## config.mk

```make
export PLATFORM = sky130hd
export DESIGN_NAME = bpc_press
export DESIGN_NICKNAME = d
export VERILOG_FILES = /design/src/hdl/bpc_pkg.sv /design/src/hdl/bpc_press.sv
export VERILOG_INCLUDE_DIRS = /design/src /design/src/hdl
export SDC_FILE = /design/constraint.sdc
export NUM_CORES = 2
export LEC_CHECK = 0
export BUFFER_PORTS_ARGS = -buffer_cell sky130_fd_sc_hd__buf_4
export CAP_MARGIN = 20
export CORE_AREA = 3 3 284 286
export DETAILED_ROUTE_END_ITERATION = 10
export DIE_AREA = 0 0 287 289
export SETUP_SLACK_MARGIN = 0.05
export SLEW_MARGIN = 30
export SYNTH_ARGS = -nofsm -noshare
export SYNTH_HDL_FRONTEND = slang
export SYNTH_SLANG_ARGS = --single-unit
```

## constraint.sdc

```tcl
create_clock -name clk -period 17.3 [get_ports clk]
set_clock_uncertainty 0.1 [all_clocks]
set_input_delay 3.46 -clock clk [delete_from_list [all_inputs] [get_ports clk]]
set_output_delay 3.46 -clock clk [all_outputs]
set_load 0.02 [all_outputs]
```

## src/hdl/assert_macros.svh

```systemverilog
// Assertion helpers shared by the compensation datapath.
`ifndef ASSERT_MACROS_SVH
`define ASSERT_MACROS_SVH

// Same-cycle implication, disabled while reset is asserted.
`define BPC_ASSERT_IMP(lbl, clk, rstn, ante, cons) \
  lbl: assert property (@(posedge clk) disable iff (!rstn) (ante) |-> (cons)) \
    else $error("bpc assertion failed");

// Next-cycle implication, disabled while reset is asserted.
`define BPC_ASSERT_NXT(lbl, clk, rstn, ante, cons) \
  lbl: assert property (@(posedge clk) disable iff (!rstn) (ante) |=> (cons)) \
    else $error("bpc assertion failed");

`endif

```

## src/hdl/bpc_pkg.sv

```systemverilog
`timescale 1ns / 1ps
package bpc_pkg;

  localparam int NUM_REGS = 6;
  localparam int ADDR_W   = 5;

  // Register indexes (word address = 4 * index)
  localparam logic [2:0] REG_SENS       = 3'd0;
  localparam logic [2:0] REG_OFFSET     = 3'd1;
  localparam logic [2:0] REG_SENS_TEMP  = 3'd2;
  localparam logic [2:0] REG_OFF_TEMP   = 3'd3;
  localparam logic [2:0] REG_REF_TEMP   = 3'd4;
  localparam logic [2:0] REG_TEMP_SLOPE = 3'd5;

  localparam logic signed [19:0] TEMP_BASE = 20'sd2000;

  typedef struct packed {
    logic [15:0] c1;
    logic [15:0] c2;
    logic [15:0] c3;
    logic [15:0] c4;
    logic [15:0] c5;
    logic [15:0] c6;
  } bpc_coeff_t;

  // First-order results
  typedef struct packed {
    logic signed [17:0] trel;
    logic signed [34:0] off;
    logic signed [33:0] sens;
    logic        [16:0] t2;
    logic        [23:0] d1;
  } bpc_front_t;

  // After the low-temperature correction
  typedef struct packed {
    logic signed [18:0] trel;
    logic signed [36:0] off;
    logic signed [35:0] sens;
    logic        [23:0] d1;
    logic               low;
  } bpc_corr_t;

endpackage

```

## src/hdl/bpc_press.sv

```systemverilog
`timescale 1ns / 1ps
`include "assert_macros.svh"
module bpc_press (
  input  logic                     clk,
  input  logic                     rst_n,
  input  logic                     valid_i,
  input  bpc_pkg::bpc_corr_t       corr_i,
  output logic                     valid_o,
  output logic signed [31:0]       pressure_o,
  output logic signed [19:0]       temperature_o,
  output logic                     low_o
);

  // stage 6: D1 * SENS as two partial products
  logic        [41:0] pp_lo_nxt, pp_lo_r;
  logic signed [42:0] pp_hi_nxt, pp_hi_r;
  bpc_pkg::bpc_corr_t corr6_r;
  logic               v6_r;

  // stage 7: recombine and scale
  logic signed [59:0] prod_full;
  logic signed [38:0] scaled_nxt, scaled_r;
  bpc_pkg::bpc_corr_t corr7_r;
  logic               v7_r;

  // stage 8: subtract offset, output register
  logic signed [39:0] diff;
  logic signed [31:0] press_nxt, press_r;
  logic signed [19:0] temp_nxt, temp_r;
  logic               low_r;
  logic               v8_r;

  assign pp_lo_nxt = 42'(corr_i.d1) * 42'(corr_i.sens[17:0]);
  assign pp_hi_nxt = 43'($signed({1'b0, corr_i.d1})) * 43'($signed(corr_i.sens[35:18]));

  assign prod_full  = (60'(pp_hi_r) <<< 18) + $signed({18'h00000, pp_lo_r});
  assign scaled_nxt = $signed(prod_full[59:21]);

  // result spans 25 signed bits and is sign-extended to 32 bits
  assign diff      = 40'(scaled_r) - 40'(corr7_r.off);
  assign press_nxt = 32'($signed(diff[39:15]));
  assign temp_nxt  = 20'(corr7_r.trel) + bpc_pkg::TEMP_BASE;

  always_ff @(posedge clk) begin
    if (!rst_n) begin
      v6_r <= 1'b0;
      v7_r <= 1'b0;
      v8_r <= 1'b0;
    end else begin
      v6_r <= valid_i;
      v7_r <= v6_r;
      v8_r <= v7_r;
    end
  end

  always_ff @(posedge clk) begin
    pp_lo_r  <= pp_lo_nxt;
    pp_hi_r  <= pp_hi_nxt;
    corr6_r  <= corr_i;
    scaled_r <= scaled_nxt;
    corr7_r  <= corr6_r;
    press_r  <= press_nxt;
    temp_r   <= temp_nxt;
    low_r    <= corr7_r.low;
  end

  assign valid_o       = v8_r;
  assign pressure_o    = press_r;
  assign temperature_o = temp_r;
  assign low_o         = low_r;

  `BPC_ASSERT_IMP(a_press_range, clk, rst_n, valid_o, (&press_r[31:24]) || !(|press_r[31:24]))

endmodule

```

Yosys cells after proc, flatten, opt, wreduce, memory -nomap -nowiden
Index checks and enable logic that the tools add are counted.
Storage, ports and cells
  register bits after elaboration: 286
  input bits: 120
  output and inout bits: 54
Cells by class
  add/subtract/negate cells: 3
  multipliers: 2
Operators with widths (count)
  60-bit by 43-bit adder with 60-bit output: 1
  24-bit by 18-bit multiplier with 42-bit output: 1
  25-bit by 18-bit multiplier with 42-bit output: 1
  39-bit by 37-bit subtractor with 40-bit output: 1
  19-bit by 12-bit adder with 20-bit output (second input constant): 1

Longest topological paths before layout
  depth after elaboration: 1
  gate-level depth with buffers: 25
  gate-level depth less buffers: 23

Worst setup path before layout
OpenSTA, ideal clock, no wires.
  path type: input-to-reg
  start: input corr_i[14] (netlist bit)
  end: register pp_lo_r[34]
  setup time: 0.072 ns
  arrival time: 9.406 ns
  data required time: 17.128 ns
  slack: 7.721 ns
  stages: 24
  cells stage by stage: clkbuf_1 -> clkbuf_1 -> nand2_1 -> fa_1 -> inv_1 -> fa_1 -> inv_1 -> fa_1 -> inv_1 -> fa_1 -> fa_1 -> inv_1 -> fa_1 -> inv_1 -> ha_1 -> a2111oi_2 -> o21ai_1 -> a221oi_2 -> o21ai_1 -> a221o_1 -> a211oi_2 -> a21oi_2 -> a21oi_2 -> xnor2_1
On the way
  word-level cells in the longest chain between the ends: 1
Ends and longest elaborated chain
  from (decl): line bpc_press.sv:7  | input bpc_pkg::bpc_corr_t corr_i,
  24-bit by 18-bit multiplier with 42-bit output: line bpc_press.sv:33  | assign pp_lo_nxt = 42'(corr_i.d1) * 42'(corr_i.sens[17:0]);
  net pp_lo_nxt[34]: line bpc_press.sv:15  | logic [41:0] pp_lo_nxt, pp_lo_r;
  to (signal assigned): line bpc_press.sv:57  | pp_lo_r <= pp_lo_nxt;
  to (decl): line bpc_press.sv:15
The timed path passes the listed nets, and every way through them passes these cells.
A chain may end at the register's enable or synchronous reset.

Final worst setup path
  start: input corr_i[15] (netlist bit)
  end: register pp_lo_r[41]
Same word-level chain as after synthesis.

==> results.toml <==
[status]
outcome = "complete, no violations"

[clock_network]
cts-hold-fix-buffers = 0
clk_latency_ns = 0.57
clk_pin_slew_ns = 0.07
max-clock-path-buffers = 3
cts_tree = "built"
cts_resized = 0
cts_buffers = 29
cts_root_buf = "clkbuf_16"
htree_levels = 1
postCtsSetupBuffers = 0
clock-sinks = 268

[die]
io_pins = 174
start_util = 0.458
coreArea_mm2 = 0.0786
row_count = 103
die_w_um = 287
die_area_mm2 = 0.0829
die_y_um = 289

[synthesis]
synthTopCellsByCount = "914 x inv_1, 702 x fa_1, 583 x nand2_1"
yosysTopAreaCell = "fa_1"
synthArstFlopShare = 0
synth_top_family_by_area = "adder cells"
syn_nets = 5062
ys_ff_latch = 268
synth_xor_area_frac = 0.0299
yosysWarningCount = 0
syn_area_per_cell_um2 = 9.17
synth_enable_flop_cells = 0
synth.distinct_cells = 69
synth_area_leaders = "fa_1 39%, dfxtp_1 15%, ha_1 11%"
ys.flop_type = "dfxtp_1"
synth-seq-area-share = 0.149
synthesis.area_mm2 = 0.0360
yosys.area_share.simple = 0.151
synthMuxAreaShare = 0.000556
synth_top_area_frac = 0.391
synth_compound_area_frac = 0.0549
post-synth-top-count-cell = "inv_1"
synth_cells = 3925
synthAdderAreaFrac = 0.500

[route]
postRouteAntennaNets = 0
wl_um = 85500
vias = 25242
vias_per_cell = 5.03
drc = 0
drtPass1Iterations = 5
avgRoutedWirePerCell_um = 17.0
drt_iter0_drc = 1084

[setup_path]
crit_slowest_cell = "fa_1"
cp_num_buf_inv = 6
startpoint = "corr_i[15]"
end_kind = "register"
path_cells = "buf_4, nand2_1, fa_1, inv_1, fa_1, inv_1, fa_1, inv_1, fa_1, fa_1, inv_1, fa_1, inv_1, ha_1, a21oi_1, o211ai_1, a221oi_1, o32ai_1, o31ai_2, o2111ai_1, a21o_1, a21oi_1, xnor2_1"
arrival_ns = 9.80
cp_top_family = "adder cells"
reg2reg_from = "corr7_r[69]$_DFF_P_"
cp_max_fo = 36
slowest_delay_ns = 0.56
start_kind = "primary input"
cp_common_cell = "fa_1"
critPathKind = "in -> reg"
worstPathRequired_ns = 17.70

[placement]
placed_area_mm2 = 0.0379
pre_cts_ws_ns = 7.40
port-buffer-count = 173
hpwl_um = 66800
place_congestion = 0.878

[timing]
maxSlewViolCount = 0
tns_ns = 0
final-hold-violation-count = 0
tightest_slew_ns = 0.754
finalSetupViolations = 0
worst_slack_ns = 7.89
fin_crit_sh = 0.544
slew_headroom = 0.494
fin_crit_ns = 9.41
rsz0062_at_grt = "no"
fmax_mhz = 106

[final_layout]
area_growth_pct = 8.00
fin_nets = 5087
layout-drive-gt1-share = 0.0627
fin_area_mm2 = 0.0389

[grt]
overflow = 0
gr-usage-all-layers = 0.215
grt_max_degree = 37
antenna_found_initial = 3
grt_pass1_vias = 26842
grt_pass1_wl_um = 142000

[min_path]
holdCritStartpoint = "corr6_r[108]$_DFF_P_"
hold_class = "reg -> reg"

[run]
drv_cap = 0
through the flow:
step | cells | util | hold slack [ns]
global placement | 4969 | 0.482 | 0.210
floorplan | 3925 | - | 0.210
CTS | 5021 | 0.494 | 0.211
global route | 5021 | 0.494 | 0.226
detailed placement | 4969 | 0.482 | 0.212
finish | 5022 | 0.494 | 0.225
state kept, by name (all words and copies together) (netlist names):
name	count
corr7_r	57
scaled_r	39
corr6_r	57
pp_lo_r	24
valid_o	1
pp_hi_r	42
v7_r	1
v6_r	1
low_o	1
pressure_o	25
temperature_o	20
cell usage in the layout, fill, tap and decap left out, types with 45 or more instances in the layout:
master and instances:
and2_1 323, ha_1 315, a21oi_1 100, nor2_1 56, inv_1 914, a21o_1 48, nand2_1 583, fa_1 702
dfxtp_1 268, xnor2_1 78, buf_4 174, xor2_1 45
area by class of cell:
| cell class | instances | area (µm²) |
|---|---|---|
| Fill cell | 7582 | 39700 |
| Sequential cell | 268 | 5370 |
| Multi-Input combinational cell | 2563 | 26500 |
| Antenna cell | 1 | 2.50 |
| Clock buffer | 39 | 843 |
| Timing Repair Buffer | 174 | 1310 |
| Tap cell | 1050 | 1310 |
| Inverter | 914 | 3430 |
| Clock inverter | 13 | 119 |
routing by layer:
metal,part of all wire,routed length [µm],vias up,GRT usage
li1,-,-,11667,-
met1,0.44,37600,12835,0.291
met2,0.48,40800,629,0.365
met3,0.058,4930,109,0.0315
met4,0.025,2170,2,0.0493
met5,0.00015,13,-,0
worst paths after layout:
path / cells after the start / slack [ns] / end
hold / removal: 0 / 0.22 / corr7_r[108]$_DFF_P_
setup reg to reg: 11 / 14.01 / pressure_o[10]$_DFF_P_
hold reg to reg: 0 / 0.22 / corr7_r[108]$_DFF_P_
setup / recovery: 23 / 7.89 / pp_lo_r[41]$_DFF_P_
cell families after synthesis:
logic type                 Yosys count
AOI/OAI and AO/OA                  297
muxes                                2
adders and majority gates         1017
DFF                                268
and+or+nand+nor                   1124
xor gates and xnor gates           123
buffers and inverters             1094
Power is left out: the tool's default activity adds up to more than one toggle a clock period on the data nets, which glitch-free logic cannot reach.
