## src/hdl/assert_macros.svh

```systemverilog
// Assertion helpers shared by the compensation datapath.
`ifndef ASSERT_MACROS_SVH
`define ASSERT_MACROS_SVH

// Same-cycle implication, disabled while reset is asserted.
`define BPC_ASSERT_IMP(lbl, clk, rstn, ante, cons) \
  lbl: assert property (@(posedge clk) disable iff (!rstn) (ante) |-> (cons)) \
    else $error("bpc assertion failed");

// Next-cycle implication, disabled while reset is asserted.
`define BPC_ASSERT_NXT(lbl, clk, rstn, ante, cons) \
  lbl: assert property (@(posedge clk) disable iff (!rstn) (ante) |=> (cons)) \
    else $error("bpc assertion failed");

`endif

```

## src/hdl/bpc_pkg.sv

```systemverilog
`timescale 1ns / 1ps
package bpc_pkg;

  localparam int NUM_REGS = 6;
  localparam int ADDR_W   = 5;

  // Register indexes (word address = 4 * index)
  localparam logic [2:0] REG_SENS       = 3'd0;
  localparam logic [2:0] REG_OFFSET     = 3'd1;
  localparam logic [2:0] REG_SENS_TEMP  = 3'd2;
  localparam logic [2:0] REG_OFF_TEMP   = 3'd3;
  localparam logic [2:0] REG_REF_TEMP   = 3'd4;
  localparam logic [2:0] REG_TEMP_SLOPE = 3'd5;

  localparam logic signed [19:0] TEMP_BASE = 20'sd2000;

  typedef struct packed {
    logic [15:0] c1;
    logic [15:0] c2;
    logic [15:0] c3;
    logic [15:0] c4;
    logic [15:0] c5;
    logic [15:0] c6;
  } bpc_coeff_t;

  // First-order results
  typedef struct packed {
    logic signed [17:0] trel;
    logic signed [34:0] off;
    logic signed [33:0] sens;
    logic        [16:0] t2;
    logic        [23:0] d1;
  } bpc_front_t;

  // After the low-temperature correction
  typedef struct packed {
    logic signed [18:0] trel;
    logic signed [36:0] off;
    logic signed [35:0] sens;
    logic        [23:0] d1;
    logic               low;
  } bpc_corr_t;

endpackage

```

## src/hdl/bpc_front.sv

```systemverilog
`timescale 1ns / 1ps
module bpc_front (
  input  logic                     clk,
  input  logic                     rst_n,
  input  logic                     in_valid,
  input  logic [23:0]              d1,
  input  logic [23:0]              d2,
  input  bpc_pkg::bpc_coeff_t      coeff,
  output logic                     valid_o,
  output bpc_pkg::bpc_front_t      front_o
);

  // stage 1: temperature difference
  logic signed [24:0] dt_nxt, dt_r;
  logic        [23:0] d1_s1_r;
  logic               v1_r;

  // stage 2: products against dT
  logic signed [40:0] mul_t6_nxt, mul_t6_r;
  logic signed [40:0] mul_off_nxt, mul_off_r;
  logic signed [40:0] mul_sens_nxt, mul_sens_r;
  logic signed [48:0] sq_full;
  logic        [47:0] sq_nxt, sq_r;
  logic        [23:0] d1_s2_r;
  logic               v2_r;

  // stage 3: first-order terms
  bpc_pkg::bpc_front_t front_nxt, front_r;
  logic                v3_r;

  assign dt_nxt = $signed({1'b0, d2}) - $signed({1'b0, coeff.c5, 8'h00});

  assign mul_t6_nxt   = 41'(dt_r) * 41'($signed({1'b0, coeff.c6}));
  assign mul_off_nxt  = 41'(dt_r) * 41'($signed({1'b0, coeff.c4}));
  assign mul_sens_nxt = 41'(dt_r) * 41'($signed({1'b0, coeff.c3}));
  assign sq_full      = 49'(dt_r) * 49'(dt_r);
  assign sq_nxt       = sq_full[47:0];

  // floor shifts are the upper slices of the two's complement products
  always_comb begin
    front_nxt.trel = $signed(mul_t6_r[40:23]);
    front_nxt.off  = 35'($signed({1'b0, coeff.c2, 16'h0000}))
                   + 35'($signed(mul_off_r[40:7]));
    front_nxt.sens = 34'($signed({1'b0, coeff.c1, 15'h0000}))
                   + 34'($signed(mul_sens_r[40:8]));
    front_nxt.t2   = sq_r[47:31];
    front_nxt.d1   = d1_s2_r;
  end

  always_ff @(posedge clk) begin
    if (!rst_n) begin
      v1_r <= 1'b0;
      v2_r <= 1'b0;
      v3_r <= 1'b0;
    end else begin
      v1_r <= in_valid;
      v2_r <= v1_r;
      v3_r <= v2_r;
    end
  end

  always_ff @(posedge clk) begin
    dt_r       <= dt_nxt;
    d1_s1_r    <= d1;
    mul_t6_r   <= mul_t6_nxt;
    mul_off_r  <= mul_off_nxt;
    mul_sens_r <= mul_sens_nxt;
    sq_r       <= sq_nxt;
    d1_s2_r    <= d1_s1_r;
    front_r    <= front_nxt;
  end

  assign valid_o = v3_r;
  assign front_o = front_r;

endmodule

```

## config.mk

```make
export PLATFORM = sky130hd
export DESIGN_NAME = bpc_front
export DESIGN_NICKNAME = d
export VERILOG_FILES = /design/src/hdl/assert_macros.svh /design/src/hdl/bpc_pkg.sv /design/src/hdl/bpc_front.sv
export SDC_FILE = /design/constraint.sdc
export NUM_CORES = 2
export LEC_CHECK = 0
export BUFFER_PORTS_ARGS = -buffer_cell sky130_fd_sc_hd__buf_2
export CAP_MARGIN = 20
export CORE_MARGIN = 1
export CORE_UTILIZATION = 30
export DETAILED_ROUTE_END_ITERATION = 10
export RECOVER_POWER = 25
export SETUP_SLACK_MARGIN = 0.02
export SLEW_MARGIN = 10
export SYNTH_ARGS = -nofsm -noshare
export SYNTH_HDL_FRONTEND = slang
export SYNTH_SLANG_ARGS = --single-unit
export TNS_END_PERCENT = 5
```

## constraint.sdc

```tcl
create_clock -name clk -period 9.5 [get_ports clk]
set_clock_uncertainty 0.15 [all_clocks]
set_input_delay 0 -clock clk [delete_from_list [all_inputs] [get_ports clk]]
set_output_delay 0 -clock clk [all_outputs]
set_load 0.005 [all_outputs]
```

# Word-level counts from Yosys, hierarchy flattened
# Index checks and enable logic that the tools add are counted.
# word_totals
reg_bits	375
latchBits	0
mem_bits_rw	0
romBits	0
wordCells	22
mem_count	0
# classes
add_sub_neg	3
mul	4
div_mod_pow	0
magnitude_cmp	0
n_eq_ne	0
shifts	0
n_mux	0
bitwise_logic	0
n_reduce_logical	0
# op_table
cell	n
25-bit by 17-bit multiplier with 41-bit output	3
25-bit by 25-bit multiplier with 48-bit output	1
33-bit by 34-bit adder with 35-bit output	1
32-bit by 33-bit adder with 34-bit output	1
24-bit by 24-bit subtractor with 25-bit output	1

# Depth between registers and ports, before layout
# depth
depth_word	1
ltp_mapped	28
mapped_depth_nobuf	27

# Worst setup path after synthesis
# Ideal clock, no wire load.
# synth_timing
kind	register to register
startpoint	register dt_r[24]
endpoint	register sq_r[43]
setup_time_ns	0.127
t_arrival_ns	6.953
required_ns	9.223
slack_ns	2.271
path_stages_with_launch	25
cell_sequence	dfxtp_1 > clkbuf_1 > buf_1 > nand2_1 > inv_1 > fa_1 > fa_1 > inv_1 > fa_1 > inv_1 > fa_1 > fa_1 > fa_1 > inv_1 > fa_1 > inv_1 > ha_1 > a21o_1 > a21oi_1 > o21bai_1 > a32oi_1 > a31oi_1 > a211oi_1 > o21ai_0 > xor2_1
# synth_via
elab_chain_cells	1
# synth_lines
element	line_no	source
from (decl)	bpc_front.sv:14	logic signed [24:0] dt_nxt, dt_r;
from (signal assigned)	bpc_front.sv:63	dt_r <= dt_nxt;
25-bit by 25-bit multiplier with 48-bit output	bpc_front.sv:36	assign sq_full = 49'(dt_r) * 49'(dt_r);
named net sq_full[43]	bpc_front.sv:22	logic signed [48:0] sq_full;
to (signal assigned)	bpc_front.sv:68	sq_r <= sq_nxt;
to (decl)	bpc_front.sv:23	logic [47:0] sq_nxt, sq_r;
# The timed path passes the listed nets, and every way through them passes these cells.
# A chain may end at the register's enable or synchronous reset.

# Worst setup path after layout
# layout_timing
startpoint	register dt_r[4]
endpoint	register sq_r[43]
# The elaborated chain is that of the path after synthesis.

==> flow_metrics.py <==
metrics = {
    "flow_run": {
        "drv_cap": 0,
    },
    "synth": {
        "async_reset_ff_share_pct": 0,
        "synth_edf_count": 0,
        "ys_top_cells_by_area": "fa_1, inv_1, dfxtp_1, ha_1, and2_1",
        "synth_ff_type": "dfxtp_1",
        "yosysTopAreaCell": "fa_1",
        "yosys.cell_types.count": 59,
        "synth_fp_nets": 9527,
        "yosys_warnings": 0,
        "synth_top_area_share_pct": 51.1,
        "postSynthAreaPerCell_um2": 9.56,
        "syn_inst": 7146,
        "ys_ff_latch": 306,
        "syn-cell-area_um2": 68300,
        "ys_seq_area_share_pct": 8.96,
    },
    "global_route": {
        "antenna_found_initial": 31,
        "met1_usage_pct": 19.9,
        "met3_usage_pct": 2.40,
        "use_met2_pct": 27.8,
        "grt_max_degree": 71,
        "grt_overflow": 0,
        "busiest_layer": "met2",
        "grt_pass1_wl_um": 288000,
        "grt_util_all_layers_pct": 15.8,
        "grt_pass1_vias": 53100,
    },
    "floorplanning": {
        "ios": 276,
        "row_count": 174,
        "core_um2": 226000,
        "fp.dieW_um": 479,
        "dieArea_um2": 230000,
        "start_util_pct": 30.3,
        "fp.dieH_um": 479,
    },
    "sta": {
        "rsz0062_at_grt": "no",
        "max_freq_mhz": 121,
        "setup_tns_ps": 0,
        "fin_crit_sh_pct": 86.9,
        "drv_slew": 0,
        "worst_pin_slew_ps": 1150,
        "relSlewSlack_pct": 22.9,
        "setup_ws_ps": 1250,
        "setup_violations": 0,
        "fin_crit_ps": 8250,
        "hold_violations": 0,
    },
    "clock_tree": {
        "cts_buffers": 42,
        "tritoncts": "done",
        "insertion_delay_ps": 680,
        "cts_setup_buffers": 0,
        "cts_sinks": 306,
        "clock_path_buffers": 3,
        "cts_root_buf": "clkbuf_16",
        "htree_levels": 2,
        "cts.reportedPaths.clkPinSlew_ps": 60,
    },
    "worst_setup_path": {
        "slowest_stage": "dfxtp_2",
        "worstPathMaxFanout": 27,
        "critPathKind": "register to register",
        "cp.arrival_ps": 8610,
        "cp.required_ps": 9860,
        "crit_path_cell_trace": "inv_1 > nor2_1 > fa_1 > fa_1 > fa_1 > inv_1 > fa_1 > inv_1 > fa_1 > fa_1 > inv_1 > fa_1 > inv_1 > ha_1 > a21o_1 > a21o_1 > a21oi_1 > nor2_1 > o31ai_1 > a31oi_1 > buf_4 > a211oi_1 > o21ai_0 > xor2_1",
        "endpoint_kind": "register",
        "crit_path_start_kind": "register",
        "crit_top_cell": "fa_1",
        "cp_slowest_stage_delay_ps": 770,
    },
    "hold_path": {
        "hp-class": "primary input to register",
    },
    "place": {
        "dp_hpwl_um": 141000,
        "post_dp_cell_area_um2": 72800,
        "dp_slack_ps": 1370,
        "numPortBuffers": 275,
        "gp_congestion": 0.888,
    },
    "detailed_routing": {
        "drt_iter0_markers": 2170,
        "wl_per_cell_um": 16.7,
        "drt-vias-per-instance": 4.47,
        "wl_um": 174000,
        "vias": 46600,
        "firstDrtPassIters": 5,
        "drtAntennaViolNets": 0,
        "drc_errors": 0,
    },
    "finish": {
        "drive_gt1_share_pct": 6.05,
        "nets": 9772,
        "n_fill_cell": 23100,
        "area_growth_pct": 11.2,
        "final_util_pct": 33.7,
        "final_cell_area_um2": 76000,
    },
    "outcome": {
        "status": "finished, final reports clean",
    },
}
cell families (layout without fill, tap and decap cells):
kind of cell / count (synthesis) / after routing / share of synthesized area (%)
other: 0 / 3 / 0
adder cells (fa/ha/maj): 2234 / 2234 / 60.1
buffers and inverters: 2255 / 2534 / 12.4
flip-flops: 306 / 306 / 8.96
AO/OA/AOI/OAI: 339 / 339 / 3.33
AND/OR/NAND/NOR: 1834 / 1834 / 13.0
XOR/XNOR: 174 / 174 / 2.23
multiplexers: 4 / 4 / 0.0586
registers in the layout, indices dropped and copies added, names as in the netlist:
signal	cells
sq_r	17
dt_r	25
mul_sens_r	33
d1_s2_r	24
v2_r	1
mul_t6_r	18
mul_off_r	34
d1_s1_r	24
valid_o	1
v1_r	1
front_o	128
final timing paths:
path | from | end | slack, ps | cells past startpoint
setup / recovery | dt_r[4] | sq_r[43] | 1250 | 24
hold / removal | coeff[31] | dt_r[23] | 80 | 5
setup reg to reg | dt_r[4] | sq_r[43] | 1250 | 24
hold reg to reg | mul_t6_r[39] | front_o[126] | 170 | 0
synthesized netlist by cell type (3+ instances only):
cell type  number
fa_1         1745
nand3_1        27
and2_1        632
clkbuf_1      298
a211oi_1       13
or2_2           5
xnor2_1       126
a211o_1         7
nor3_1         28
nor3b_1         4
mux2i_1         4
a2111o_1        3
nand2b_1       14
or3_1           6
o21ai_0        63
a21boi_0       13
inv_1        1955
o211a_1         5
nand4_1        13
nor4_1          4
a311o_1         3
a31o_2          4
o31ai_1         5
and3_1         24
nand3b_1        7
a21oi_1        95
o21bai_1        9
o21a_1         16
ha_1          489
dfxtp_1       306
o211ai_1        8
nand2_1       904
a31oi_1        14
a2111oi_0       4
nor2_1        123
xor2_1         48
a21o_1         57
nor2b_1        39
cell usage in the layout (no fill, tap or decap), types with 10 or more instances in the layout:
cell type and instances:
o21a_1 16, ha_1 489, a21oi_1 95, xor2_1 48
a21boi_0 12, a211oi_1 13, nor2b_1 39, and2_1 632
nand2b_1 14, clkbuf_16 42, xnor2_1 126, nand3_1 27
and3_1 24, dlygate4sd3_1 170, fa_1 1745, dfxtp_2 25
dfxtp_1 281, nor2_1 123, buf_4 52, inv_1 1955
a31oi_1 14, inv_6 10, nand4_1 13, nor3_1 28
a21o_1 57, nand2_1 904, buf_2 275, o21ai_0 62
what timing repair did:
item	in CTS	in global routing
hold buffers	170	0
resized for setup	0	0
endpoints found under the hold margin	90	0
critical path, delay by kind of cell, from the launching register on:
kind                       cells  cell delay [ps]
DFF                            1              770
adders and majority gates      8             3750
buffers and inverters          6              830
and+or+nand+nor                2              410
xor gates and xnor gates       1              190
AOI/OAI and AO/OA              7             1980
through the flow:
| stage | cells | hold WS [ps] |
|---|---|---|
| global route | 10400 | 78.7 |
| global placement | 10200 | -47.9 |
| finish | 10400 | 78.1 |
| CTS | 10400 | 19.1 |
| detailed placement | 10200 | -46.4 |
| floorplan | 7146 | -122 |
layer usage:
layer  vias to the layer above  part of all wire, %
li1                      20900                    -
met1                     24200                   41
met2                      1204                   50
met3                       253                  5.5
met4                        20                  3.2
met5                         -                0.073
layout make-up:
class | instances | area (um2) | area share (%)
flip-flops and latches | 306 | 6160 | 8.10
well taps | 2992 | 3740 | 4.93
multi-input cells | 4585 | 53800 | 70.7
clock buffers | 51 | 1140 | 1.51
inverters | 1955 | 7340 | 9.66
repair buffers | 501 | 3550 | 4.67
diodes | 3 | 7.51 | 0.00988
clock inverters | 27 | 303 | 0.398
Power is left out: the tool's default activity adds up to more than one toggle a clock period on the data nets, which glitch-free logic cannot reach.
