===== src/hdl/assert_macros.svh =====
// Assertion helpers shared by the compensation datapath.
`ifndef ASSERT_MACROS_SVH
`define ASSERT_MACROS_SVH

// Same-cycle implication, disabled while reset is asserted.
`define BPC_ASSERT_IMP(lbl, clk, rstn, ante, cons) \
  lbl: assert property (@(posedge clk) disable iff (!rstn) (ante) |-> (cons)) \
    else $error("bpc assertion failed");

// Next-cycle implication, disabled while reset is asserted.
`define BPC_ASSERT_NXT(lbl, clk, rstn, ante, cons) \
  lbl: assert property (@(posedge clk) disable iff (!rstn) (ante) |=> (cons)) \
    else $error("bpc assertion failed");

`endif


===== src/hdl/bpc_pkg.sv =====
`timescale 1ns / 1ps
package bpc_pkg;

  localparam int NUM_REGS = 6;
  localparam int ADDR_W   = 5;

  // Register indexes (word address = 4 * index)
  localparam logic [2:0] REG_SENS       = 3'd0;
  localparam logic [2:0] REG_OFFSET     = 3'd1;
  localparam logic [2:0] REG_SENS_TEMP  = 3'd2;
  localparam logic [2:0] REG_OFF_TEMP   = 3'd3;
  localparam logic [2:0] REG_REF_TEMP   = 3'd4;
  localparam logic [2:0] REG_TEMP_SLOPE = 3'd5;

  localparam logic signed [19:0] TEMP_BASE = 20'sd2000;

  typedef struct packed {
    logic [15:0] c1;
    logic [15:0] c2;
    logic [15:0] c3;
    logic [15:0] c4;
    logic [15:0] c5;
    logic [15:0] c6;
  } bpc_coeff_t;

  // First-order results
  typedef struct packed {
    logic signed [17:0] trel;
    logic signed [34:0] off;
    logic signed [33:0] sens;
    logic        [16:0] t2;
    logic        [23:0] d1;
  } bpc_front_t;

  // After the low-temperature correction
  typedef struct packed {
    logic signed [18:0] trel;
    logic signed [36:0] off;
    logic signed [35:0] sens;
    logic        [23:0] d1;
    logic               low;
  } bpc_corr_t;

endpackage


===== src/hdl/bpc_corr.sv =====
`timescale 1ns / 1ps
`include "assert_macros.svh"
module bpc_corr (
  input  logic                     clk,
  input  logic                     rst_n,
  input  logic                     valid_i,
  input  bpc_pkg::bpc_front_t      front_i,
  output logic                     valid_o,
  output bpc_pkg::bpc_corr_t       corr_o
);

  // stage 4: square of the relative temperature
  logic signed [35:0]  sq_full;
  logic        [34:0]  a_nxt, a_r;
  bpc_pkg::bpc_front_t front_r;
  logic                v4_r;

  // stage 5: second-order correction
  logic        [36:0]  five_a;
  logic                low;
  bpc_pkg::bpc_corr_t  corr_nxt, corr_r;
  logic                v5_r;

  assign sq_full = 36'(front_i.trel) * 36'(front_i.trel);
  assign a_nxt   = sq_full[34:0];

  assign five_a = {a_r, 2'b00} + 37'(a_r);
  assign low    = front_r.trel[17];

  always_comb begin
    corr_nxt.d1  = front_r.d1;
    corr_nxt.low = low;
    if (low) begin
      corr_nxt.trel = 19'(front_r.trel) - $signed({2'b00, front_r.t2});
      corr_nxt.off  = 37'(front_r.off)  - $signed({1'b0, five_a[36:1]});
      corr_nxt.sens = 36'(front_r.sens) - $signed({1'b0, five_a[36:2]});
    end else begin
      corr_nxt.trel = 19'(front_r.trel);
      corr_nxt.off  = 37'(front_r.off);
      corr_nxt.sens = 36'(front_r.sens);
    end
  end

  always_ff @(posedge clk) begin
    if (!rst_n) begin
      v4_r <= 1'b0;
      v5_r <= 1'b0;
    end else begin
      v4_r <= valid_i;
      v5_r <= v4_r;
    end
  end

  always_ff @(posedge clk) begin
    a_r     <= a_nxt;
    front_r <= front_i;
    corr_r  <= corr_nxt;
  end

  assign valid_o = v5_r;
  assign corr_o  = corr_r;

  // the correction flag must agree with the sign of the final temperature offset
  `BPC_ASSERT_IMP(a_low_sign, clk, rst_n, valid_o, corr_o.low == corr_o.trel[18])
  `BPC_ASSERT_NXT(a_valid_adv, clk, rst_n, v4_r, valid_o)

endmodule


===== config.mk =====
export PLATFORM = sky130hd
export DESIGN_NAME = bpc_corr
export DESIGN_NICKNAME = d
export VERILOG_FILES = /design/src/hdl/bpc_pkg.sv /design/src/hdl/bpc_corr.sv
export VERILOG_INCLUDE_DIRS = /design/src /design/src/hdl
export SDC_FILE = /design/constraint.sdc
export NUM_CORES = 1
export LEC_CHECK = 0
export ABC_AREA = 1
export BUFFER_PORTS_ARGS = -buffer_cell sky130_fd_sc_hd__buf_2
export CORE_MARGIN = 4
export CORE_UTILIZATION = 55
export DETAILED_ROUTE_END_ITERATION = 8
export PLACE_DENSITY = 0.75
export SLEW_MARGIN = 20
export SYNTH_ARGS = -nofsm -noshare
export SYNTH_HDL_FRONTEND = slang
export SYNTH_SLANG_ARGS = --single-unit

===== constraint.sdc =====
create_clock -name clk -period 17.5 [get_ports clk]
set_input_delay 1.75 -clock clk [delete_from_list [all_inputs] [get_ports clk]]
set_output_delay 1.75 -clock clk [all_outputs]
set_load 0.005 [all_outputs]

Word level (Yosys, flattened, before mapping)
Index checks and enable logic that the tools add are counted.

Add/subtract/negate cells: 4. Multipliers: 1. Muxes and demuxes: 1.

Operators with widths (number): $mux 90 (1); $add 37x35->37 (1); $sub 35x37->37 (1); $sub 34x36->36 (1); $mul 18x18->35 (1); $sub 18x18->19 (1).

Register bits after elaboration: 282. Output and inout port bits: 118. Logic and storage cells: 20.

Logic depth before layout (Yosys ltp)
Depth after elaboration: 3. Mapped depth: 27.

Worst setup path after synthesis
OpenSTA, ideal clock, no wires.

Path type: input port to flip-flop. Start point: input port front_i[112] in the netlist's numbering. End point: register a_r[26]. Setup time: 0.072 ns. Data arrival time: 6.823 ns. Required time: 17.428 ns. Setup slack: 10.605 ns. Stages: 24. Buffers on the path: 2. Path through: clkbuf_1 clkbuf_1 nand2_1 inv_1 fa_1 fa_1 ha_1 inv_1 fa_1 inv_1 fa_1 inv_1 fa_1 inv_1 ha_1 nand2_1 nor2_2 inv_2 nor3_1 inv_1 nor2_1 o21ai_1 o211ai_1 xor2_1.

Word-level cells in the longest chain between the ends: 1.

Ends and longest elaborated chain: start: declaration (RTL line bpc_corr.sv:7) `input bpc_pkg::bpc_front_t front_i,`; $mul 18x18->35 (RTL line bpc_corr.sv:24) `assign sq_full = 36'(front_i.trel) * 36'(front_i.trel);`; net sq_full[26] (RTL line bpc_corr.sv:13) `logic signed [35:0] sq_full;`; end signal: assignment (RTL line bpc_corr.sv:55) `a_r <= a_nxt;`; end: declaration (RTL line bpc_corr.sv:14) `logic [34:0] a_nxt, a_r;`.

The timed path passes the listed nets, and every way through them passes these cells. A chain may end at the register's enable or synchronous reset.

Final worst setup path
Start point: input port front_i[114] in the netlist's numbering. End point: register a_r[32].

Same word-level chain as after synthesis.

==> summary by stage <==
Worst setup path
STA classifies the critical path endpoint as a flop. The first element of the critical path is front_i[114]. For the worst flop-to-flop path, the logic depth is 21. The setup slack of the most critical reg-to-reg path is 13.12 ns. The start-to-end type of the worst setup path is in2reg. The capture point of the critical path is a_r[32]. The startpoint identified for the worst register-to-register timing path is front_r[110].

The terminus of the critical flop-to-flop path is corr_o[58]. STA classifies the critical path startpoint as a primary input. The arrival time at the worst endpoint is 7.46 ns.

Of all nets on the critical path, the largest fanout is 21. At the worst endpoint, the required time is 18.02 ns.

Floorplanning
The die height is 226.6 um. Measured along the x axis, the die boundary spans 226.6 um. The row count is 79. The die covers 51360 um^2. The initial utilization of the core area, before any placement, comes to 0.5611. The I/O pin count is 249. The core region is 46850 um^2.

Drt
The count of routing violations after the opening detailed-route iteration is 1948. The total number of vias is 23124. The total DRC errors in the routed layout is 0. Dividing the detail-routed wire length by the instance count gives 16.73 um.

Once detail routing completed, the nets flagged for antenna violations numbered 0. The via density per instance is 5.202. For this block, the routed nets add up to 74360 um of wire.

The pre-antenna-repair detailed-routing pass consisted of 7 iterations.

STA
The clock tree skew after final layout is 0.01955 ns. The total negative setup slack is 0 ns. Setup violations remaining at the end of the flow were counted as 0. The hold violation count in the final report was 0. The highest clock rate is 0.1441 GHz. Setup repair after global routing left no endpoint under its margin. The max-slew violation total from the final report is 0. The worst pin sits at a relative slew slack of 0.3933. The slew at the pin closest to its max-slew limit is 0.9100 ns. The final worst hold slack is 0.3235 ns.

The post-route fraction of the period consumed by the critical path is 0.3965. Counting I/O delays and the setup requirement, the final critical path takes 6.938 ns.

Cells and area
In the final layout, the share of cells above drive strength 1 is 0.08814. The final net count is 4460. The top cell types in the final layout, fill and taps aside, are sky130_fd_sc_hd__nand2_1, sky130_fd_sc_hd__inv_1, sky130_fd_sc_hd__fa_1. The layout filler cell count is 4321.

The footprint of the multi-input gates is 17460 um^2. The leading cell type in the layout, fill and taps excluded is sky130_fd_sc_hd__nand2_1. Leaving out filler cells and counting taps, the final layout contains 4445. In the final layout, flip-flops and latches occupy 5607 um^2. From synthesis to final layout, the design area changed by 10.62%.

CTS
The clock passes through at most 3 buffers. Once the clock tree was built, the setup fixing pass inserted 0 buffers. The CTS tree is built. The clock root buffer master is sky130_fd_sc_hd__clkbuf_16.

The total CTS buffers is 30. CTS built an H-tree with a depth of 1. The clock-pin slew on the worst setup and hold paths is 0.07 ns. The sink count of the clock tree is 280. For the worst-skew pair, the clock arrives at the later sink with an insertion delay of 0.59 ns. In this run, post-CTS hold repair placed 0 buffers. In this run, post-CTS repair resized a total of 0 instances.

Yosys
During synthesis, Yosys emitted a total of 0 warnings. In this run the mean area of a mapped cell was 7.321 um^2. The total nets after synthesis is 4235. Counting every instance in the synthesized netlist gives 3591. Among all flip-flop cells after synthesis, the most frequent one is sky130_fd_sc_hd__dfxtp_1. The synthesized design contains 0 enable-type register cells. The number of flip-flops and latches in the synthesized netlist is 280. The mapped netlist covers 26290 um^2. The share of the Yosys chip area taken by registers is 0.2132.

Counting distinct cell types in the post-synthesis netlist gives 45. In the synthesized netlist the async set-or-reset flop fraction comes to 0.

Global route
The number of antenna violations at the first check in global routing is 2. Entering global routing, the biggest net connects 90 pins. The first-pass GRT wire length is 119100 um. Across every metal layer, demand over resource in global routing totals 0.2917. The number of global-route vias before repair came to 22528.

Summed over all layers, the global routing overflow is 0.

Place
The last weighted congestion value of the routability-driven placer is 1.033. Including well taps, the total number of placed cells is 4391. In this run the tool buffered the top-level ports with 248 buffer cells. The detailed-placement wirelength estimate is 63100 um.

Flow run
The number of violations of the max-capacitance limit is 0.

Min path
The type of the worst min-delay path is reg2reg.

Status
The run finished with clean final reports.
[routing by layer]
| metal | part of all wire | global-route usage | up-vias |
|---|---|---|---|
| li1 | - | - | 11355 |
| met1 | 0.46 | 0.4288 | 10872 |
| met2 | 0.45 | 0.4672 | 819 |
| met3 | 0.079 | 0.03897 | 78 |
| met4 | 0.016 | 0.05636 | 0 |
| met5 | 0 | 0 | - |
[worst min-delay path by stage]
stage | from | slack [ns] | cells after the start | end
finish | corr_nxt[19] | 0.32 | 0 | corr_o[19]
global route | corr_nxt[4] | 0.33 | 0 | corr_o[4]
global placement | corr_nxt[21] | 0.31 | 0 | corr_o[21]
detailed placement | corr_nxt[11] | 0.31 | 0 | corr_o[11]
floorplan | corr_nxt[10] | 0.31 | 0 | corr_o[10]
CTS | corr_nxt[19] | 0.32 | 0 | corr_o[19]
[cells by family after synthesis]
group,after synthesis,share of synthesized area
simple gates,1507,0.2347
flops,280,0.2132
fa+ha+maj,513,0.3272
xor+xnor,91,0.03032
buf+inv,860,0.1228
compound gates,339,0.07158
other cells,1,0.0001426
[critical path: stages]
cell and delay, ns:
sky130_fd_sc_hd__buf_2 0.26, sky130_fd_sc_hd__nand2_1 0.20, sky130_fd_sc_hd__inv_1 0.08, sky130_fd_sc_hd__fa_1 0.74, sky130_fd_sc_hd__inv_1 0.11, sky130_fd_sc_hd__fa_1 0.57, sky130_fd_sc_hd__inv_1 0.29, sky130_fd_sc_hd__fa_1 0.50
sky130_fd_sc_hd__fa_1 0.50, sky130_fd_sc_hd__fa_1 0.49, sky130_fd_sc_hd__inv_1 0.05, sky130_fd_sc_hd__fa_1 0.48, sky130_fd_sc_hd__inv_1 0.04, sky130_fd_sc_hd__ha_1 0.35, sky130_fd_sc_hd__nand2_1 0.14, sky130_fd_sc_hd__nor2_1 0.18
sky130_fd_sc_hd__inv_1 0.08, sky130_fd_sc_hd__nor3_1 0.24, sky130_fd_sc_hd__nand3_1 0.13, sky130_fd_sc_hd__nand2_1 0.10, sky130_fd_sc_hd__xor2_1 0.15
[state kept, by name, summed over array words and instances, names as in the netlist]
register  flops
a_r          33
corr_nxt     25
corr_o      117
front_r     103
v4_r          1
valid_o       1
[stage by stage]
stage	cell area [um^2]	worst slack [ns]	util
floorplan	26290	10.61	-
global placement	28090	10.14	0.5996
detailed placement	28090	10.01	0.5996
CTS	29080	10.61	0.6206
global route	29080	10.16	0.6207
finish	29080	10.56	0.6207
[synthesized netlist by cell type (2+ instances only)]
master,n,share of area
sky130_fd_sc_hd__o21ai_0,97,0.018
sky130_fd_sc_hd__o21a_1,4,0.0011
sky130_fd_sc_hd__nor3_1,26,0.0049
sky130_fd_sc_hd__dfxtp_1,280,0.21
sky130_fd_sc_hd__clkbuf_1,39,0.0056
sky130_fd_sc_hd__fa_1,291,0.22
sky130_fd_sc_hd__nor4_1,4,0.00095
sky130_fd_sc_hd__a31o_2,2,0.00067
sky130_fd_sc_hd__a31oi_1,12,0.0029
sky130_fd_sc_hd__a21o_1,12,0.0034
sky130_fd_sc_hd__nor2_2,5,0.0012
sky130_fd_sc_hd__buf_1,17,0.0024
sky130_fd_sc_hd__a21oi_1,157,0.030
sky130_fd_sc_hd__o21ai_1,18,0.0034
sky130_fd_sc_hd__inv_2,4,0.00057
sky130_fd_sc_hd__nand4_1,37,0.0088
sky130_fd_sc_hd__xor2_1,40,0.013
sky130_fd_sc_hd__nand3_1,146,0.028
sky130_fd_sc_hd__nand2_1,982,0.14
sky130_fd_sc_hd__xnor2_1,51,0.017
sky130_fd_sc_hd__inv_1,799,0.11
sky130_fd_sc_hd__o21bai_1,19,0.0054
sky130_fd_sc_hd__nor2_1,251,0.036
sky130_fd_sc_hd__or2_1,8,0.0019
sky130_fd_sc_hd__nor3_2,2,0.00076
sky130_fd_sc_hd__nand2_2,7,0.0017
sky130_fd_sc_hd__o211ai_1,4,0.0011
sky130_fd_sc_hd__ha_1,222,0.11
sky130_fd_sc_hd__o21ai_2,6,0.0020
sky130_fd_sc_hd__or2_2,10,0.0024
sky130_fd_sc_hd__o31ai_1,2,0.00057
sky130_fd_sc_hd__nand3b_1,24,0.0069
[final cells by class]
class                           instances  area share
Clock inverter                         11    0.004216
Clock buffer                           40     0.02956
Sequential cell                       280      0.1928
Antenna cell                            3   0.0002581
Tap cell                              607     0.02611
Inverter                              803      0.1037
Timing Repair Buffer                  250     0.04319
Multi-Input combinational cell       2451      0.6002
Power is left out: the tool's default activity adds up to more than one toggle a clock period on the data nets, which glitch-free logic cannot reach.
