$ cat src/hdl/assert_macros.svh
// Assertion helpers shared by the compensation datapath.
`ifndef ASSERT_MACROS_SVH
`define ASSERT_MACROS_SVH

// Same-cycle implication, disabled while reset is asserted.
`define BPC_ASSERT_IMP(lbl, clk, rstn, ante, cons) \
  lbl: assert property (@(posedge clk) disable iff (!rstn) (ante) |-> (cons)) \
    else $error("bpc assertion failed");

// Next-cycle implication, disabled while reset is asserted.
`define BPC_ASSERT_NXT(lbl, clk, rstn, ante, cons) \
  lbl: assert property (@(posedge clk) disable iff (!rstn) (ante) |=> (cons)) \
    else $error("bpc assertion failed");

`endif

$ cat src/hdl/bpc_pkg.sv
`timescale 1ns / 1ps
package bpc_pkg;

  localparam int NUM_REGS = 6;
  localparam int ADDR_W   = 5;

  // Register indexes (word address = 4 * index)
  localparam logic [2:0] REG_SENS       = 3'd0;
  localparam logic [2:0] REG_OFFSET     = 3'd1;
  localparam logic [2:0] REG_SENS_TEMP  = 3'd2;
  localparam logic [2:0] REG_OFF_TEMP   = 3'd3;
  localparam logic [2:0] REG_REF_TEMP   = 3'd4;
  localparam logic [2:0] REG_TEMP_SLOPE = 3'd5;

  localparam logic signed [19:0] TEMP_BASE = 20'sd2000;

  typedef struct packed {
    logic [15:0] c1;
    logic [15:0] c2;
    logic [15:0] c3;
    logic [15:0] c4;
    logic [15:0] c5;
    logic [15:0] c6;
  } bpc_coeff_t;

  // First-order results
  typedef struct packed {
    logic signed [17:0] trel;
    logic signed [34:0] off;
    logic signed [33:0] sens;
    logic        [16:0] t2;
    logic        [23:0] d1;
  } bpc_front_t;

  // After the low-temperature correction
  typedef struct packed {
    logic signed [18:0] trel;
    logic signed [36:0] off;
    logic signed [35:0] sens;
    logic        [23:0] d1;
    logic               low;
  } bpc_corr_t;

endpackage

$ cat src/hdl/bpc_cfg.sv
`timescale 1ns / 1ps
module bpc_cfg (
  input  logic                          clk,
  input  logic                          rst_n,
  input  logic                          psel,
  input  logic                          penable,
  input  logic                          pwrite,
  input  logic [bpc_pkg::ADDR_W-1:0]    paddr,
  input  logic [31:0]                   pwdata,
  output logic [31:0]                   prdata,
  output logic                          pready,
  output bpc_pkg::bpc_coeff_t           coeff
);

  bpc_pkg::bpc_coeff_t coeff_r, coeff_nxt;
  logic [2:0]          idx;
  logic                wr_en;
  logic [15:0]         rd_word;

  assign idx    = paddr[4:2];
  assign wr_en  = psel && penable && pwrite;
  assign pready = 1'b1;

  always_comb begin
    coeff_nxt = coeff_r;
    if (wr_en) begin
      unique case (idx)
        bpc_pkg::REG_SENS:       coeff_nxt.c1 = pwdata[15:0];
        bpc_pkg::REG_OFFSET:     coeff_nxt.c2 = pwdata[15:0];
        bpc_pkg::REG_SENS_TEMP:  coeff_nxt.c3 = pwdata[15:0];
        bpc_pkg::REG_OFF_TEMP:   coeff_nxt.c4 = pwdata[15:0];
        bpc_pkg::REG_REF_TEMP:   coeff_nxt.c5 = pwdata[15:0];
        bpc_pkg::REG_TEMP_SLOPE: coeff_nxt.c6 = pwdata[15:0];
        default:                 coeff_nxt = coeff_r;
      endcase
    end
  end

  always_comb begin
    unique case (idx)
      bpc_pkg::REG_SENS:       rd_word = coeff_r.c1;
      bpc_pkg::REG_OFFSET:     rd_word = coeff_r.c2;
      bpc_pkg::REG_SENS_TEMP:  rd_word = coeff_r.c3;
      bpc_pkg::REG_OFF_TEMP:   rd_word = coeff_r.c4;
      bpc_pkg::REG_REF_TEMP:   rd_word = coeff_r.c5;
      bpc_pkg::REG_TEMP_SLOPE: rd_word = coeff_r.c6;
      default:                 rd_word = 16'h0000;
    endcase
  end

  always_ff @(posedge clk) begin
    if (!rst_n) begin
      coeff_r <= '0;
    end else begin
      coeff_r <= coeff_nxt;
    end
  end

  assign prdata = {16'h0000, rd_word};
  assign coeff  = coeff_r;

endmodule

$ cat config.mk
export PLATFORM = sky130hd
export DESIGN_NAME = bpc_cfg
export DESIGN_NICKNAME = d
export VERILOG_FILES = /design/src/hdl/assert_macros.svh /design/src/hdl/bpc_pkg.sv /design/src/hdl/bpc_cfg.sv
export SDC_FILE = /design/constraint.sdc
export NUM_CORES = 1
export LEC_CHECK = 0
export BUFFER_PORTS_ARGS = -buffer_cell sky130_fd_sc_hd__buf_2
export CELL_PAD_IN_SITES_DETAIL_PLACEMENT = 1
export CELL_PAD_IN_SITES_GLOBAL_PLACEMENT = 1
export CORE_ASPECT_RATIO = 1.2
export CORE_MARGIN = 2
export CORE_UTILIZATION = 36
export DETAILED_ROUTE_END_ITERATION = 6
export GPL_TIMING_DRIVEN = 0
export PLACE_DENSITY = 0.77
export REMOVE_ABC_BUFFERS = 1
export SLEW_MARGIN = 20
export SYNTH_ARGS = -nofsm -noshare
export SYNTH_HDL_FRONTEND = slang
export SYNTH_SLANG_ARGS = --single-unit
export TNS_END_PERCENT = 5
$ cat constraint.sdc
create_clock -name clk -period 2.54 [get_ports clk]
set_clock_uncertainty 0.1 [all_clocks]
set_input_delay 0.635 -clock clk [delete_from_list [all_inputs] [get_ports clk]]
set_output_delay 0.635 -clock clk [all_outputs]
set_load 0.05 [all_outputs]
# Yosys cells after proc, flatten, opt, wreduce, memory -nomap -nowiden
# Index checks and enable logic that the tools add are counted.
# word_totals
elab_cells,21
ff_bits,96
out_inout_bits,129
input_bits,42
# op_classes
mux,1
n_reduce_logical,9
n_eq_ne,5
# op_table
cell,n
16-bit case mux with 6 select lines,1
2-bit AND reduction,6
"3-bit by 2-bit equality test with 1-bit output, second input constant",2
"3-bit equality test, second input constant",2
"3-bit by 1-bit equality test with 1-bit output, second input constant",1
3-bit logical NOT,1
1-bit logical AND,2

# Longest topological paths before layout
# Gate-level depths: netlist of run 1.
# depth
depth_word,3
mapped_depth,6
ltp_nobuf,3

# Worst setup path before layout of run 1
# No wires, ideal clock.
# synth_timing
path_type,input to output
start,in paddr[2] in the netlist's numbering
end,out prdata[11]
path_buffers,3
required_ns,1.805
path_slack_ns,-0.751
t_arrival_ns,2.556
stages,6
path_cell_list,buf_6 buf_4 buf_2 nor2_2 a22oi_1 o21ai_0
# synth_between
elab_chain_len,2
elab_cells_between_ends,7
cone_classes,eq/ne: 5; mux: 1; reduce/logical: 1
# synth_rtl
element,line,text
from (decl),bpc_cfg.sv:8,"input logic [bpc_pkg::ADDR_W-1:0] paddr,"
3-bit equality test (tied with other cells),bpc_cfg.sv:40,unique case (idx)
16-bit case mux with 6 select lines (*),bpc_cfg.sv:40,
to (decl),bpc_cfg.sv:10,"output logic [31:0] prdata,"
# Mark *: on every way between the ends. The rest lies on a longest branch, timed or not.

# Worst setup path after layout of run 1
# layout_timing
start,in paddr[4] in the netlist's numbering
end,out prdata[8]
# The elaborated chain is that of the path after synthesis.

==> impl_metrics.tcl, run 1 <==
set metrics [dict create \
    grt_first_pass_wirelength_microns 21500 \
    synth.distinct_cells 28 \
    num_vias 3784 \
    cts_root_buffer "clkbuf_16" \
    io_pins 171 \
    status "finished, final reports clean" \
    drc 0 \
    min_from "coeff[51]$_SDFFE_PN0P_" \
    synth_flop_cell "dfxtp_1" \
    largest_register_ffs 96 \
    ctsLongestPathBuffers 2 \
    netlist_instances 451 \
    worst_pin_slew_ps 847 \
    drt_wl_total_microns 14400 \
    die_area_sq_um 13400 \
    diodes 0 \
    cp.required_ps 1800 \
    fp.dieW_microns 106 \
    cts.sinks 96 \
    reg2reg_from "coeff[86]$_SDFFE_PN0P_" \
    netlist_top_cells_area "dfxtp_1 43%, mux2i_1 23%, nand2_1 9.7%, mux2_2 7.2%, buf_4 3.5%" \
    port_buffers 135 \
    drt-initial-drc-count 141 \
    h-tree-depth 3 \
    critical_path_class "input pin to output pin" \
    cp_slowest_cell "mux2_2" \
    hp-class "register to register" \
    synthToLayoutAreaGrowth_pct 27.6 \
    fillCellCount 1405 \
    report.final.slew_viol_count 0 \
    syn-cell-area_sq_um 4510 \
    dpl.hpwl_microns 9430 \
    maxSlewHeadroom_pct 43.4 \
    fp-row-count 44 \
    cts_tree "done" \
    hold_slack_ps 374 \
    synth_area_per_cell_sq_um 10.0 \
    stdcell_count 746 \
    track_usage_pct 20.7 \
    rr_worst_depth 2 \
    critPathLaunch "paddr[4]" \
    clock_latency_ps 340 \
    cap_viol_max_count 0 \
    ant_nets 0 \
    path_clk_slew_ps 70 \
    worstPathArrival_ps 1760 \
    first_pass_iters 4 \
    overflow 0 \
    end_kind "output pin" \
    synth_edf_count 0 \
    grt_pass1_vias 3879 \
    fmax_ghz 0.401 \
    place_area_sq_um 5220 \
    fin_crit_ps 2490 \
    path_depth 4 \
    synth_seq_cells 96 \
    die_height_microns 127 \
    cts_made_buffers 9 \
    ys_warn_count 0 \
    ctsHoldBuffers 0 \
    path_delay_family "buffers and inverters" \
    synthArstFlopShare_pct 0 \
    placed_cells 718 \
    fin_crit_sh_pct 98.2 \
    finalHoldViolCount 0 \
    rsz0062_at_grt "true" \
    drive_above_1_share_pct 36.2 \
    start_util_pct 37.1 \
    place.gp.congestion 0.773 \
    wire_per_inst_microns 19.3 \
    crit_path_max_fanout 21 \
    crit_path_cell_trace "buf_12 > mux2_2 > a221o_1 > buf_2" \
    critPathBufInv 2 \
    synth_seq_area_share_pct 42.6 \
    vdd_drop_max_mv 0.281 \
    finalPower_uw 3280 \
    synth_top_cell_by_area "dfxtp_1" \
    postLayoutCoreUtil_pct 47.3 \
    critPathLaunchType "input pin" \
    synth_top_area_share_pct 42.6 \
    core_sq_um 12200 \
    fin_nets 622 \
    grt_max_degree 59 \
    vias_per_cell 5.07 \
    cpPeakStageDelay_ps 360 \
    p_per_area_nw_per_um2 569 \
    stdcell_area_sq_um 5750 \
    setup_viol 0 \
    antenna_found_initial 0 \
    p_leak_uw 0.00244 \
    hold_path_depth 2 \
]
-- layout by cell type, fill, tap and decap left out, drive strengths merged, types with 4 or more instances in the layout --
cell / synthesis / routed
a22oi: 14 / 14
a32oi: 7 / 7
buf: 34 / 149
clkbuf: 14 / 11
conb: 2 / 17
dfxtp: 96 / 96
mux2: 29 / 29
mux2i: 103 / 103
nand2: 116 / 116
nor2: 4 / 4
nor3: 5 / 5
o21ai: 9 / 9
-- report_power, final --
group | internal [uW] | switching, uW | total [uW]
sequential | 1520 | 8.42 | 1520
combinational | 94.2 | 254 | 348
clock | 776 | 627 | 1400
-- logic make-up (layout without fill, tap and decap cells) --
logic type	count (synthesis)	in the layout	share of synthesized area (%)
multiplexers	132	132	30.1
other	2	17	0.167
flip-flops	96	96	42.6
AO/OA/AOI/OAI	39	39	6.24
buffers and inverters	49	168	7.27
AND/OR/NAND/NOR	133	133	13.6
-- synth_stat cells, drive strengths merged (2+ instances only) --
master	n
nand2	116
mux2i	103
dfxtp	96
buf	34
mux2	29
a22oi	14
clkbuf	14
o21ai	9
a32oi	7
nor3	5
nor2	4
nor2b	3
o211ai	3
a21oi	2
a221o	2
a221oi	2
conb	2
-- final timing paths --
kind | end | slack, ps
min | coeff[51]$_SDFFE_PN0P_ | 370
max | prdata[8] | 50
min reg2reg | coeff[51]$_SDFFE_PN0P_ | 370
max reg2reg | coeff[86]$_SDFFE_PN0P_ | 1690
-- area by class of cell --
class	instances	area, sq um	area share (%)
multi-input combinational	321	2370	41.2
tap	161	201	3.50
clock buffer	9	225	3.91
clock inverter	7	78.8	1.37
sequential	96	1920	33.4
inverter	1	7.51	0.130
timing repair buffer	151	951	16.5
-- metrics by stage --
stage                     setup slack, ps  TNS, ps
final                                46.2        0
after global routing                -14.8    -14.8
after CTS                            12.3        0
after detailed placement            -1110   -43050
after global placement              -1090   -65760
after floorplan                      -302    -2600
-- worst reg2reg max path, cell delays in order (launching register included) --
cell and delay, ps:
dfxtp_1 380, nand2_1 90, mux2i_1 190
-- repair_timing --
item | CTS | global route
gates resized for setup | 22 | 4
endpoints found under the setup margin | 48 | 10
cloned | 0 | 1
buffers inserted | 11 | 0
pin swaps | 1 | 0
-- per-layer routing --
metal / up-vias / track usage (%) / share of wire, %
met1: 1862 / 26.1 / 44
met3: 18 / 4.27 / 4.8
met5: - / 0 / 0
met4: 0 / 6.04 / 1.7
met2: 111 / 35.6 / 49
li1: 1793 / - / -
Power figures use the tool's default switching activity.
==> run 2, diff against run 1 <==
- ABC_AREA: unset -> 1
- CORE_UTILIZATION: 36 -> 34
- PLACE_DENSITY: 0.77 -> 0.78
==> run 2 against run 1 <==
Against the previous run:
- combinational power is 44% higher
- synthesized cell count increased by 74%
- critical endpoint is now prdata[3]
- non-clock buffer count increased by 4
==> impl_metrics.tcl, run 2 <==
set metrics [dict create \
    track_usage_pct 23.7 \
    grt_first_pass_wirelength_microns 27700 \
    diodes 0 \
    die_height_microns 137 \
    rsz0062_at_grt "false" \
    p_leak_uw 0.00318 \
    fin_nets 942 \
    fp.dieW_microns 114 \
    synth_edf_count 0 \
    reg2reg_slack_ps 1790 \
    cts_tree "done" \
    synthArstFlopShare_pct 0 \
    die_area_sq_um 15600 \
    ys_top_cells_by_count "222 x nand2_1, 210 x nor2_1, 99 x nand3_1, 96 x dfxtp_1, 32 x inv_1" \
    cap_viol_max_count 0 \
    r2r_end "coeff[42]$_SDFFE_PN0P_" \
    crit_end "prdata[3]" \
    synthToLayoutAreaGrowth_pct 27.0 \
    netlist_instances 784 \
    ant_nets 0 \
    critical_path_class "input pin to output pin" \
    hold_slack_ps 400 \
    port_buffers 135 \
    synth_top_area_share_pct 38.6 \
    report.final.slew_viol_count 0 \
    finalHoldViolCount 0 \
    crit_path_max_fanout 41 \
    critPathLaunchType "input pin" \
    hp-class "register to register" \
    fillCellCount 1941 \
    end_kind "output pin" \
    fmax_ghz 0.410 \
    path_clk_slew_ps 70 \
    vdd_drop_max_mv 0.296 \
    final_cell_mix "221 x nand2_1, 210 x nor2_1, 118 x buf_2" \
    drive_above_1_share_pct 21.9 \
    place.gp.congestion 0.718 \
    reg2reg_from "coeff[42]$_SDFFE_PN0P_" \
    netlist_top_cells_area "dfxtp_1 39%, nand2_1 17%, nor2_1 16%, nand3_1 10%, buf_4 4.5%" \
    wire_per_inst_microns 17.1 \
    grt_max_degree 65 \
    cp.required_ps 1800 \
    start_util_pct 34.7 \
    synth_seq_cells 96 \
    grt_pass1_vias 4946 \
    cts_root_buffer "clkbuf_16" \
    setup_viol 0 \
    first_pass_iters 4 \
    syn-cell-area_sq_um 4980 \
    fin_crit_ps 2440 \
    drc 0 \
    cts.sinks 96 \
    clock_latency_ps 350 \
    h-tree-depth 3 \
    cts_made_buffers 9 \
    rr_worst_depth 2 \
    io_pins 171 \
    vias_per_cell 4.89 \
    drt-initial-drc-count 240 \
    p_per_area_nw_per_um2 564 \
    ys_warn_count 0 \
    synth.distinct_cells 20 \
    worstPathArrival_ps 1710 \
    synth_seq_area_share_pct 38.6 \
    ctsLongestPathBuffers 2 \
    maxSlewHeadroom_pct 37.4 \
    critPathLaunch "paddr[2]" \
    drt_wl_total_microns 18500 \
    postLayoutCoreUtil_pct 44.0 \
    fp-row-count 48 \
    synth_top_cell_by_area "dfxtp_1" \
    antenna_found_initial 0 \
    largest_register_ffs 96 \
    worst_pin_slew_ps 938 \
    synth_area_per_cell_sq_um 6.35 \
    status "finished, final reports clean" \
    dpl.hpwl_microns 10400 \
    num_vias 5284 \
    core_sq_um 14400 \
    synth_flop_cell "dfxtp_1" \
    synth.most_common_cell "nand2_1" \
    fin_crit_sh_pct 96.1 \
    overflow 0 \
    final_common_cell "nand2_1" \
]
run 2: power by group:
group	leakage, uW	switching (uW)	total [uW]	internal, uW
Combinational	0.00224	378	500	121
Sequential	0.000775	14.2	1540	1520
Clock	0.000158	639	1530	886
Total	0.00318	1030	3560	2530
run 2: per-layer routing:
metal | track usage [%] | vias up | wire (microns)
met4 | 7.72 | 0 | 314
met3 | 3.72 | 19 | 930
met1 | 30.5 | 2481 | 8160
met2 | 40.5 | 131 | 9100
li1 | - | 2653 | -
met5 | 0 | - | 0
run 2: kinds of logic after synthesis:
| logic type | Yosys count | synth area share, % |
|---|---|---|
| buffers and inverters | 106 | 11.3 |
| other | 2 | 0.151 |
| flip-flops | 96 | 38.6 |
| AO/OA/AOI/OAI | 2 | 0.201 |
| AND/OR/NAND/NOR | 578 | 49.7 |
run 2: critical path, cell delays in order:
cell	delay, ps
buf_16	180
inv_2	100
nand2_4	80
nor2_4	130
buf_4	170
nand2_1	60
nand2_1	50
inv_1	30
nand2_1	50
buf_4	190
run 2: worst min-delay path by stage:
stage / start / cells past startpoint / end / slack, ps
4_1_cts: coeff[13]$_SDFFE_PN0P_ / 2 / coeff[13]$_SDFFE_PN0P_ / 400
3_3_place_gp: coeff[16]$_SDFFE_PN0P_ / 2 / coeff[16]$_SDFFE_PN0P_ / 390
3_5_place_dp: coeff[11]$_SDFFE_PN0P_ / 2 / coeff[11]$_SDFFE_PN0P_ / 390
2_1_floorplan: coeff[64]$_SDFFE_PN0P_ / 2 / coeff[64]$_SDFFE_PN0P_ / 610
6_report: coeff[73]$_SDFFE_PN0P_ / 2 / coeff[73]$_SDFFE_PN0P_ / 400
5_1_grt: coeff[48]$_SDFFE_PN0P_ / 2 / coeff[48]$_SDFFE_PN0P_ / 430
run 2: final cells by class:
type                            instances  area [sq um]  share of cell area, %
Inverter                               36           176                   2.79
Multi-Input combinational cell        601          2620                   41.4
Timing Repair inverter                  1          8.76                  0.139
Sequential cell                        96          1920                   30.4
Tap cell                              175           219                   3.47
Clock inverter                          6          82.6                   1.31
Timing Repair Buffer                  155          1050                   16.7
Clock buffer                           10           239                   3.78
run 2: through the flow:
step                      setup slack [ps]  total power (uW)  setup TNS [ps]  cell area, sq um  std cells
final                                 99.5              3560               0              6320       1080
after detailed placement             -1190              2010          -56960              5600       1042
after CTS                           -0.730              3560          -0.730              6250       1079
after global placement               -1700              2000          -83450              5500       1039
after floorplan                       -275              1840           -4310              4610        729
after global routing                  8.18              3680               0              6320       1080
run 2: repair_timing:
action | in CTS | in global routing
gates resized for setup | 41 | 12
hold buffers | 0 | 0
cloned | 7 | 1
setup endpoints to repair | 58 | 16
setup buffers | 14 | 0
pin swaps | 7 | 3
